## src/rtl/core/dds_pkg.sv

```systemverilog
// ----------------------------------------------------------------------------
// dds_pkg
// Shared types, codes and constants of the descent deployment sequencer.
// ----------------------------------------------------------------------------
`default_nettype none

package dds_pkg;

   localparam int unsigned DDS_LOG_TABLE_DEPTH = 64;

   // flight modes
   localparam logic [2:0] MODE_READY     = 3'd0;
   localparam logic [2:0] MODE_LOADED    = 3'd1;
   localparam logic [2:0] MODE_FREE_FALL = 3'd2;
   localparam logic [2:0] MODE_AWAIT     = 3'd3;
   localparam logic [2:0] MODE_PRELAND   = 3'd4;
   localparam logic [2:0] MODE_LANDED    = 3'd5;

   // register indexes
   localparam logic [2:0] CSR_GROUND_PRESSURE = 3'd0;
   localparam logic [2:0] CSR_LIGHT_RELEASE   = 3'd1;
   localparam logic [2:0] CSR_SONAR_RELEASE   = 3'd2;
   localparam logic [2:0] CSR_CHUTE_ALTITUDE  = 3'd3;
   localparam logic [2:0] CSR_PRELAND_ALT     = 3'd4;
   localparam logic [2:0] CSR_CHUTE_TIMEOUT   = 3'd5;
   localparam logic [2:0] CSR_STILL_SPEED     = 3'd6;
   localparam logic [2:0] CSR_TOUCHDOWN_SONAR = 3'd7;

   localparam int unsigned CSR_INDEX_W = 3;
   localparam int unsigned CSR_DATA_W  = 17;

   localparam logic [31:0] ALT_SCALE      = 32'd3831535436;
   localparam logic [28:0] TSEC_RECIP     = 29'd274877907;
   localparam int unsigned TSEC_SHIFT     = 38;
   localparam int unsigned TSEC_W         = 23;
   localparam logic [7:0]  STILL_SAMPLES  = 8'd10;
   localparam logic [6:0]  CUT_HEIGHT_DM  = 7'd100;
   localparam int unsigned DIV_NUM_W      = 39;
   localparam int unsigned DIV_DEN_W      = 16;

   typedef struct packed {
      logic capture;
      logic log_sel;
      logic store_lg0;
      logic store_lg1;
      logic store_alt;
      logic div_start;
      logic commit;
   } ctrl_cmd_type;

   typedef struct packed {
      logic div_busy;
   } ctrl_status_type;

   // log2(m) fraction for a Q2.30 mantissa in [1,2], by repeated squaring
   function automatic logic [24:0] log2_frac(input logic [63:0] m_in);
      logic [63:0] m;
      logic [24:0] r;
      m = m_in;
      r = '0;
      if (m >= (64'd1 << 31)) begin
         r = 25'd1 << 24;
      end else begin
         for (int k = 23; k >= 0; k--) begin
            m = (m * m) >> 30;
            if (m >= (64'd1 << 31)) begin
               m = m >> 1;
               r[k] = 1'b1;
            end
         end
      end
      return r;
   endfunction

endpackage

`default_nettype wire

```

## src/rtl/core/dds_ctrl.sv

```systemverilog
// ----------------------------------------------------------------------------
// dds_ctrl
// Step sequencer: log passes, altitude, divide, decision and result slot.
// ----------------------------------------------------------------------------
`default_nettype none

module dds_ctrl (
   input  logic                      clock,
   input  logic                      reset,
   input  logic                      req_valid,
   output logic                      req_ready,
   output logic                      rsp_valid,
   input  logic                      rsp_ready,
   output dds_pkg::ctrl_cmd_type     cmd,
   input  dds_pkg::ctrl_status_type  status
);
   import dds_pkg::*;

   localparam logic [3:0] ST_IDLE = 4'd0;
   localparam logic [3:0] ST_L0   = 4'd1;
   localparam logic [3:0] ST_L1   = 4'd2;
   localparam logic [3:0] ST_L2   = 4'd3;
   localparam logic [3:0] ST_L3   = 4'd4;
   localparam logic [3:0] ST_L4   = 4'd5;
   localparam logic [3:0] ST_L5   = 4'd6;
   localparam logic [3:0] ST_A0   = 4'd7;
   localparam logic [3:0] ST_A1   = 4'd8;
   localparam logic [3:0] ST_A2   = 4'd9;
   localparam logic [3:0] ST_DS   = 4'd10;
   localparam logic [3:0] ST_DW   = 4'd11;
   localparam logic [3:0] ST_DEC  = 4'd12;

   logic [3:0] state_ff, state_in;
   logic       out_valid_ff, out_valid_in;
   logic       slot_free;

   assign slot_free = !out_valid_ff || rsp_ready;

   always_comb begin
      state_in = state_ff;
      cmd      = '0;
      cmd.log_sel = (state_ff == ST_L3) || (state_ff == ST_L4) || (state_ff == ST_L5);
      cmd.capture = (state_ff == ST_IDLE) && req_valid;
      case (state_ff)
         ST_IDLE: begin
            if (req_valid) state_in = ST_L0;
         end
         ST_L0: state_in = ST_L1;
         ST_L1: state_in = ST_L2;
         ST_L2: begin
            cmd.store_lg0 = 1'b1;
            state_in = ST_L3;
         end
         ST_L3: state_in = ST_L4;
         ST_L4: state_in = ST_L5;
         ST_L5: begin
            cmd.store_lg1 = 1'b1;
            state_in = ST_A0;
         end
         ST_A0: state_in = ST_A1;
         ST_A1: begin
            cmd.store_alt = 1'b1;
            state_in = ST_A2;
         end
         ST_A2: state_in = ST_DS;
         ST_DS: begin
            cmd.div_start = 1'b1;
            state_in = ST_DW;
         end
         ST_DW: begin
            if (!status.div_busy) state_in = ST_DEC;
         end
         ST_DEC: begin
            if (slot_free) begin
               cmd.commit = 1'b1;
               state_in = ST_IDLE;
            end
         end
         default: state_in = ST_IDLE;
      endcase
   end

   always_comb begin
      out_valid_in = out_valid_ff;
      if (cmd.commit) begin
         out_valid_in = 1'b1;
      end else if (rsp_ready) begin
         out_valid_in = 1'b0;
      end
   end

   always_ff @(posedge clock) begin
      if (reset) begin
         state_ff     <= ST_IDLE;
         out_valid_ff <= 1'b0;
      end else begin
         state_ff     <= state_in;
         out_valid_ff <= out_valid_in;
      end
   end

   assign req_ready = (state_ff == ST_IDLE);
   assign rsp_valid = out_valid_ff;

endmodule

`default_nettype wire

```

## config.mk

```make
export PLATFORM = sky130hd
export DESIGN_NAME = dds_ctrl
export DESIGN_NICKNAME = d
export VERILOG_FILES = /design/src/rtl/core/dds_pkg.sv /design/src/rtl/core/dds_ctrl.sv
export SDC_FILE = /design/constraint.sdc
export NUM_CORES = 1
export LEC_CHECK = 0
export BUFFER_PORTS_ARGS = -buffer_cell sky130_fd_sc_hd__buf_2
export CAP_MARGIN = 20
export CORE_AREA = 2 2 39 41
export DETAILED_ROUTE_END_ITERATION = 8
export DIE_AREA = 0 0 41 43
export SLEW_MARGIN = 20
export SYNTH_ARGS = -nofsm -noshare
export SYNTH_HDL_FRONTEND = slang
export SYNTH_SLANG_ARGS = --single-unit
export TNS_END_PERCENT = 30
```

## constraint.sdc

```tcl
create_clock -name clock -period 1.35 [get_ports clock]
set_input_delay 0 -clock clock [delete_from_list [all_inputs] [get_ports clock]]
set_output_delay 0 -clock clock [all_outputs]
set_load 0.005 [all_outputs]
```

==> flow_summary.yaml, run 1 <==
critical_path:
  required_ns: 1.35
  worstPathCellList: "nor4_4 -> and2_1 -> buf_2"
  cpPeakStageDelay_ns: 0.38
  startpoint_type: "flop"
  cpLargestDelayFamily: "simple AND/OR/NAND/NOR gates"
  path_class: "flop to output pin"
  crit_fanout: 9
  worstPathArrival_ns: 1.21
  endpoint_kind: "output pin"
  crit_buf_inv: 1
  slowest_stage: "dfxtp_2"
route:
  top_layer: "met4"
  avgRoutedWirePerCell_um: 10.54
  drt_pre_antenna_iters: 2
  wl_met1_um: 312
  vias_per_cell: 4.710
  wl_met2_um: 342
  met3RoutedLength_um: 57
  ant_nets: 0
  drcViolationCount: 0
  drt_iter0_drc: 5
  routed_wl_um: 727
  vias: 325
logic_synthesis:
  syn_nets: 45
  ys_ff_latch: 5
  ys.flop_type: "dfxtp_1"
  syn_area_per_cell_um2: 9.134
  async_reset_ff_share_pct: 0
  synthesis.area_um2: 365.4
  synth-edff-count: 0
  synth_cells: 40
  yosysSeqAreaShare_pct: 27.40
  yosysWarningCount: 0
  ys_types: 24
placed_design:
  place_congestion: 0.6991
  dp_slack_ns: 0.1151
  placed_cell_area_um2: 407.9
  place_inst: 64
  io_buffers: 13
  post-dp-hpwl_um: 573.8
cts:
  max-clock-path-buffers: 2
  postCtsSetupBuffers: 0
  cts_tree: "yes"
  clock_sinks: 5
  cts-htree-levels: 1
  path_clk_slew_ns: 0.04
  cts_root_buf: "clkbuf_4"
  cts-buffers-inserted: 3
  clk_latency_ns: 0.24
final_layout:
  area_delta_synth_final_pct: 23.63
  stdcell_area_um2: 451.7
  final_net_count: 59
  seq_area_um2: 105.1
  multi_input_area_um2: 217.7
  drive_gt1_share_pct: 47.17
  final_cells: 69
  antenna_cells: 0
  final_util_pct: 32.64
  fill_cells: 149
die:
  coreArea_um2: 1384
  initial_utilization_pct: 26.40
  die-area_um2: 1763
  num_io_pins: 14
  placementRows: 14
  die_w_um: 41
  die_h_um: 43
run_status:
  run_status: "finished, final reports clean"
sta:
  layout_worst_path_cycle_share_pct: 89.59
  finalHoldViolCount: 0
  setup_tns_ns: 0
  maxSlewViolCount: 0
  min_period_ns: 1.210
  holdWs_ns: 0.02046
  maxSlewHeadroom_pct: 82.99
  setup_ws_ns: 0.1405
  worst_pin_slew_ns: 0.2533
  setup_violations: 0
  fin_skew_ns: 0.001725
  rsz0062_at_grt: "no"
  fmax_mhz: 826.8
job:
  maxCapViolations: 0
grt:
  grt-ovfl-total: 0
  grt_pass1_vias: 286
  grtUsageTotal_pct: 10.65
  antenna_found_initial: 0
  grt_start_max_net_pins: 14
  grt_pass1_wl_um: 1159
power_and_ir_drop:
  power_density_nw_per_um2: 952.2
  p_leak_nw: 0.1848
  power_mw: 0.4301
  ir_worst_vdd_v: 0.0004651
hold_path:
  hold_path_class: "primary input to flop"
==> cell usage after synthesis (all sizes together), types with 2 or more instances <==
cell / instances / share of area, %
a21oi: 4 / 5.5
and2: 2 / 3.4
buf: 5 / 12
dfxtp: 5 / 27
inv: 2 / 2.1
nor2: 2 / 2.1
nor3: 4 / 5.5
nor4b: 2 / 8.9
nor4bb: 2 / 5.5
==> worst register-to-register path: cells and delay by family (launching register included) <==
| kind | cells | cell delay (ns) |
|---|---|---|
| and+or+nand+nor | 2 | 0.34 |
| DFF | 1 | 0.46 |
| AOI/OAI and AO/OA | 1 | 0.21 |
==> layer usage <==
metal,vias up,global-route usage [%]
met3,2,7.853
met4,0,8.000
met5,-,0
li1,170,-
met1,143,10.65
met2,10,14.37
==> kinds of logic (layout without fill, tap and decap cells) <==
family,count (synthesis),count (layout),synth area share (%)
flip-flops,5,5,27.40
AO/OA/AOI/OAI,9,9,18.15
AND/OR/NAND/NOR,19,19,40.76
buffers and inverters,7,20,13.70
==> state kept, by name, indices dropped and copies added, names as in the netlist <==
signal and count:
rsp_valid 1, state_ff 4
==> final timing paths <==
| check | start | end | slack (ns) | cells after the start |
|---|---|---|---|---|
| max | state_ff[1] | cmd[6] | 0.14 | 3 |
| min | req_valid | state_ff[3] | 0.02 | 3 |
| max reg2reg | state_ff[0] | state_ff[3] | 0.25 | 3 |
| min reg2reg | rsp_valid | rsp_valid | 0.51 | 2 |
==> final cells by class <==
cell class	count	area share, %
inverters	2	1.662
clock buffers	4	5.817
well taps	16	4.432
repair buffers	14	16.62
flip-flops and latches	5	23.27
multi-input cells	28	48.20
==> placed cells by master (no fill, tap or decap) <==
| cell type | instances |
|---|---|
| buf_2 | 13 |
| nor3_1 | 4 |
| a21oi_1 | 4 |
| dfxtp_2 | 4 |
| clkbuf_4 | 3 |
| nor4bb_1 | 2 |
| inv_1 | 2 |
| and2_1 | 2 |
| nor2_2 | 1 |
| nand3_1 | 1 |
| nand2b_1 | 1 |
| nor2b_1 | 1 |
| nor4b_1 | 1 |
| and3_1 | 1 |
| nor4_4 | 1 |
| nor2_1 | 1 |
| nand2_1 | 1 |
| a21o_1 | 1 |
| o21a_1 | 1 |
| nor4b_4 | 1 |
| nand3b_1 | 1 |
| o21ai_2 | 1 |
| a221oi_2 | 1 |
| a211oi_1 | 1 |
| clkbuf_1 | 1 |
| dlygate4sd3_1 | 1 |
| dfxtp_1 | 1 |
==> where the power goes <==
group | leakage [nW] | switching (mW) | internal (mW) | total [mW]
logic | 0.127 | 0.0306 | 0.0413 | 0.0719
clock network | 0.0150 | 0.0607 | 0.112 | 0.172
registers | 0.0424 | 0.0271 | 0.159 | 0.186
total | 0.185 | 0.118 | 0.312 | 0.430
==> repair_timing <==
item / in CTS / in global routing
hold buffers: 1 / 0
resized for setup: 1 / 4
setup endpoints to repair: 1 / 5
pin swaps: 0 / 0
hold endpoints to repair: 3 / 0
Note: power is estimated with default switching activity, not from simulation.
==> inputs of run 2 (changes only) <==
- ABC_AREA: unset -> 1
- CTS_BUF_LIST: unset -> sky130_fd_sc_hd__clkbuf_2
==> run 2 against run 1 <==
Net effect:
- clock power shrank 22%
- global-route usage is essentially flat
- cell count grew 25%
- flip-flop and latch count is the same
- clock skew is essentially flat
- highest routed layer is now met3
- synthesized cell count grew 33%
- first-iteration DRC count shrank 80%
- largest power group is now combinational logic
- die area is the same
- register-to-register slack is essentially flat
- wire length shrank 2.2%
- via count grew 10%
- sequential power grew 13%
==> flow_summary.yaml, run 2 <==
run_status:
  run_status: "finished, final reports clean"
cts:
  cts-htree-levels: 1
  cts_tree: "yes"
  cts-buffers-inserted: 3
  max-clock-path-buffers: 2
  cts_root_buf: "clkbuf_2"
  path_clk_slew_ns: 0.05
  clock_sinks: 5
  clk_latency_ns: 0.21
logic_synthesis:
  ys_types: 15
  ys.flop_type: "dfxtp_1"
  yosysSeqAreaShare_pct: 30.77
  synthesis.area_um2: 325.3
  synth-edff-count: 0
  yosysWarningCount: 0
  synth_top_family_by_area: "simple AND/OR/NAND/NOR gates"
  synth-compound-area-share_pct: 6.923
  synth_top_area_share_pct: 30.77
  synth_cells: 53
  async_reset_ff_share_pct: 0
  synthTopCellsByArea: "dfxtp_1 31%, nor2_1 17%, inv_1 12%"
  yosys-top-cells-count: "15 x nor2_1, 10 x inv_1, 8 x nand2_1"
  yosys.area_share.xor_xnor_pct: 0
  synth_fa_ha_area_share_pct: 0
  yosysMostFrequentCell: "nor2_1"
  synthSimpleGateAreaFrac_pct: 47.31
  syn_area_per_cell_um2: 6.138
  ys_ff_latch: 5
  synthMuxAreaShare_pct: 0
  yosysTopAreaCell: "dfxtp_1"
  syn_nets: 58
critical_path:
  startpoint_type: "flop"
  cpLargestDelayFamily: "simple AND/OR/NAND/NOR gates"
  path_class: "flop to output pin"
  required_ns: 1.35
  cpPeakStageDelay_ns: 0.32
  crit_buf_inv: 2
  reg2reg_setup_slack_ns: 0.24
  slowest_stage: "dfxtp_1"
  endpoint_kind: "output pin"
  worstPathArrival_ns: 1.15
  crit_fanout: 5
  worstPathCellList: "nor2_1 -> inv_1 -> nor3_2 -> buf_2"
final_layout:
  final_util_pct: 31.28
  drive_gt1_share_pct: 31.43
  largest_register_ff_count: 4
  final_net_count: 76
  layout_commonest_cell: "nor2_1"
  area_delta_synth_final_pct: 33.08
  layout_common_cells: "15 x nor2_1, 13 x buf_2, 10 x inv_1, 8 x nand2_1, 5 x dfxtp_1"
  top_register: "state_ff"
  antenna_cells: 0
die:
  initial_utilization_pct: 23.51
  die-area_um2: 1763
  die_h_um: 43
  coreArea_um2: 1384
  placementRows: 14
  die_w_um: 41
  num_io_pins: 14
hold_path:
  hold_path_class: "primary input to flop"
sta:
  fmax_mhz: 867.4
  fin_skew_ns: 0.001472
  min_period_ns: 1.153
  maxSlewHeadroom_pct: 83.80
  setup_violations: 0
  finalHoldViolCount: 0
  setup_tns_ns: 0
  rsz0062_at_grt: "no"
  maxSlewViolCount: 0
  worst_pin_slew_ns: 0.2420
  layout_worst_path_cycle_share_pct: 85.40
route:
  drt_pre_antenna_iters: 2
  drt_iter0_drc: 1
  vias_per_cell: 4.174
  avgRoutedWirePerCell_um: 8.267
  routed_wl_um: 711
  vias: 359
  drcViolationCount: 0
  ant_nets: 0
placed_design:
  place_congestion: 0.7042
  post-dp-hpwl_um: 587.7
  io_buffers: 13
grt:
  grtUsageTotal_pct: 10.66
  grt-ovfl-total: 0
  grt_pass1_wl_um: 1179
  antenna_found_initial: 0
  grt_pass1_vias: 296
  grt_start_max_net_pins: 8
power_and_ir_drop:
  p_leak_nw: 0.2585
  power_density_nw_per_um2: 1409
  ir_worst_vdd_v: 0.0003457
job:
  maxCapViolations: 0
==> run 2: cell count changes after synthesis, sizes merged, moves of 3 or more <==
cell / previous run / this run
nand3: 1 / 5
nand2: 1 / 9
inv: 2 / 10
buf: 5 / 1
a21oi: 4 / 1
nor2: 2 / 15
==> run 2: layout make-up <==
| class | instances | area [µm²] |
|---|---|---|
| tap | 16 | 20.02 |
| inverter | 11 | 41.29 |
| sequential | 5 | 100.1 |
| fill | 158 | 950.9 |
| clock buffer | 4 | 20.02 |
| timing repair buffer | 14 | 75.07 |
| multi-input combinational | 36 | 176.4 |
==> run 2: tightest hold or removal path: cells and delay by family <==
kind | cells | cell delay [ns]
AO/OA/AOI/OAI | 1 | 0.06
buffers and inverters | 1 | 0.10
AND/OR/NAND/NOR | 1 | 0.11
==> run 2: repair_timing <==
action,in CTS,in global routing
endpoints found under the hold margin,3,0
hold buffers,1,0
gates resized for setup,0,0
endpoints found under the setup margin,0,0
buffers inserted,0,0
==> run 2: final timing paths <==
path              depth (start not counted)   startpoint           to
setup / recovery                          4  state_ff[1]       cmd[0]
hold / removal                            3       status  state_ff[1]
setup reg to reg                          6  state_ff[1]  state_ff[2]
hold reg to reg                           3  state_ff[0]  state_ff[0]
==> run 2: cells by family after synthesis <==
kind of cell	count (synthesis)
AO/OA/AOI/OAI	4
buffers and inverters	12
flip-flops	5
AND/OR/NAND/NOR	32
==> run 2: per-layer routing <==
layer  track usage (%)  vias up  routed length [µm]
met4             10.00        0                   0
met3             6.283        0                  31
met1             11.00      158                 321
met5                 0        -                   0
met2             14.06        6                 357
li1                  -      195                   -
==> run 2: metrics by stage <==
step | total power [mW] | hold WS [ns] | instance area (µm²) | worst slack [ns] | cells
3_5_place_dp | 0.4805 | 0.2175 | 402.9 | 0.2345 | 81
2_1_floorplan | 0.3986 | 0.06907 | 325.3 | 0.3685 | 53
5_1_grt | 0.6878 | 0.09848 | 432.9 | 0.03873 | 86
6_report | 0.6099 | 0.1155 | 432.9 | 0.1972 | 86
3_3_place_gp | 0.4792 | 0.2059 | 402.9 | 0.2621 | 81
4_1_cts | 0.6253 | 0.1003 | 432.9 | 0.1693 | 86
==> run 2: power breakdown <==
group | leakage [nW] | switching [mW] | total [mW] | internal [mW]
Sequential | 0.0411 | 0.0306 | 0.210 | 0.180
Clock | 0.0166 | 0.0561 | 0.134 | 0.0784
Combinational | 0.201 | 0.158 | 0.265 | 0.107
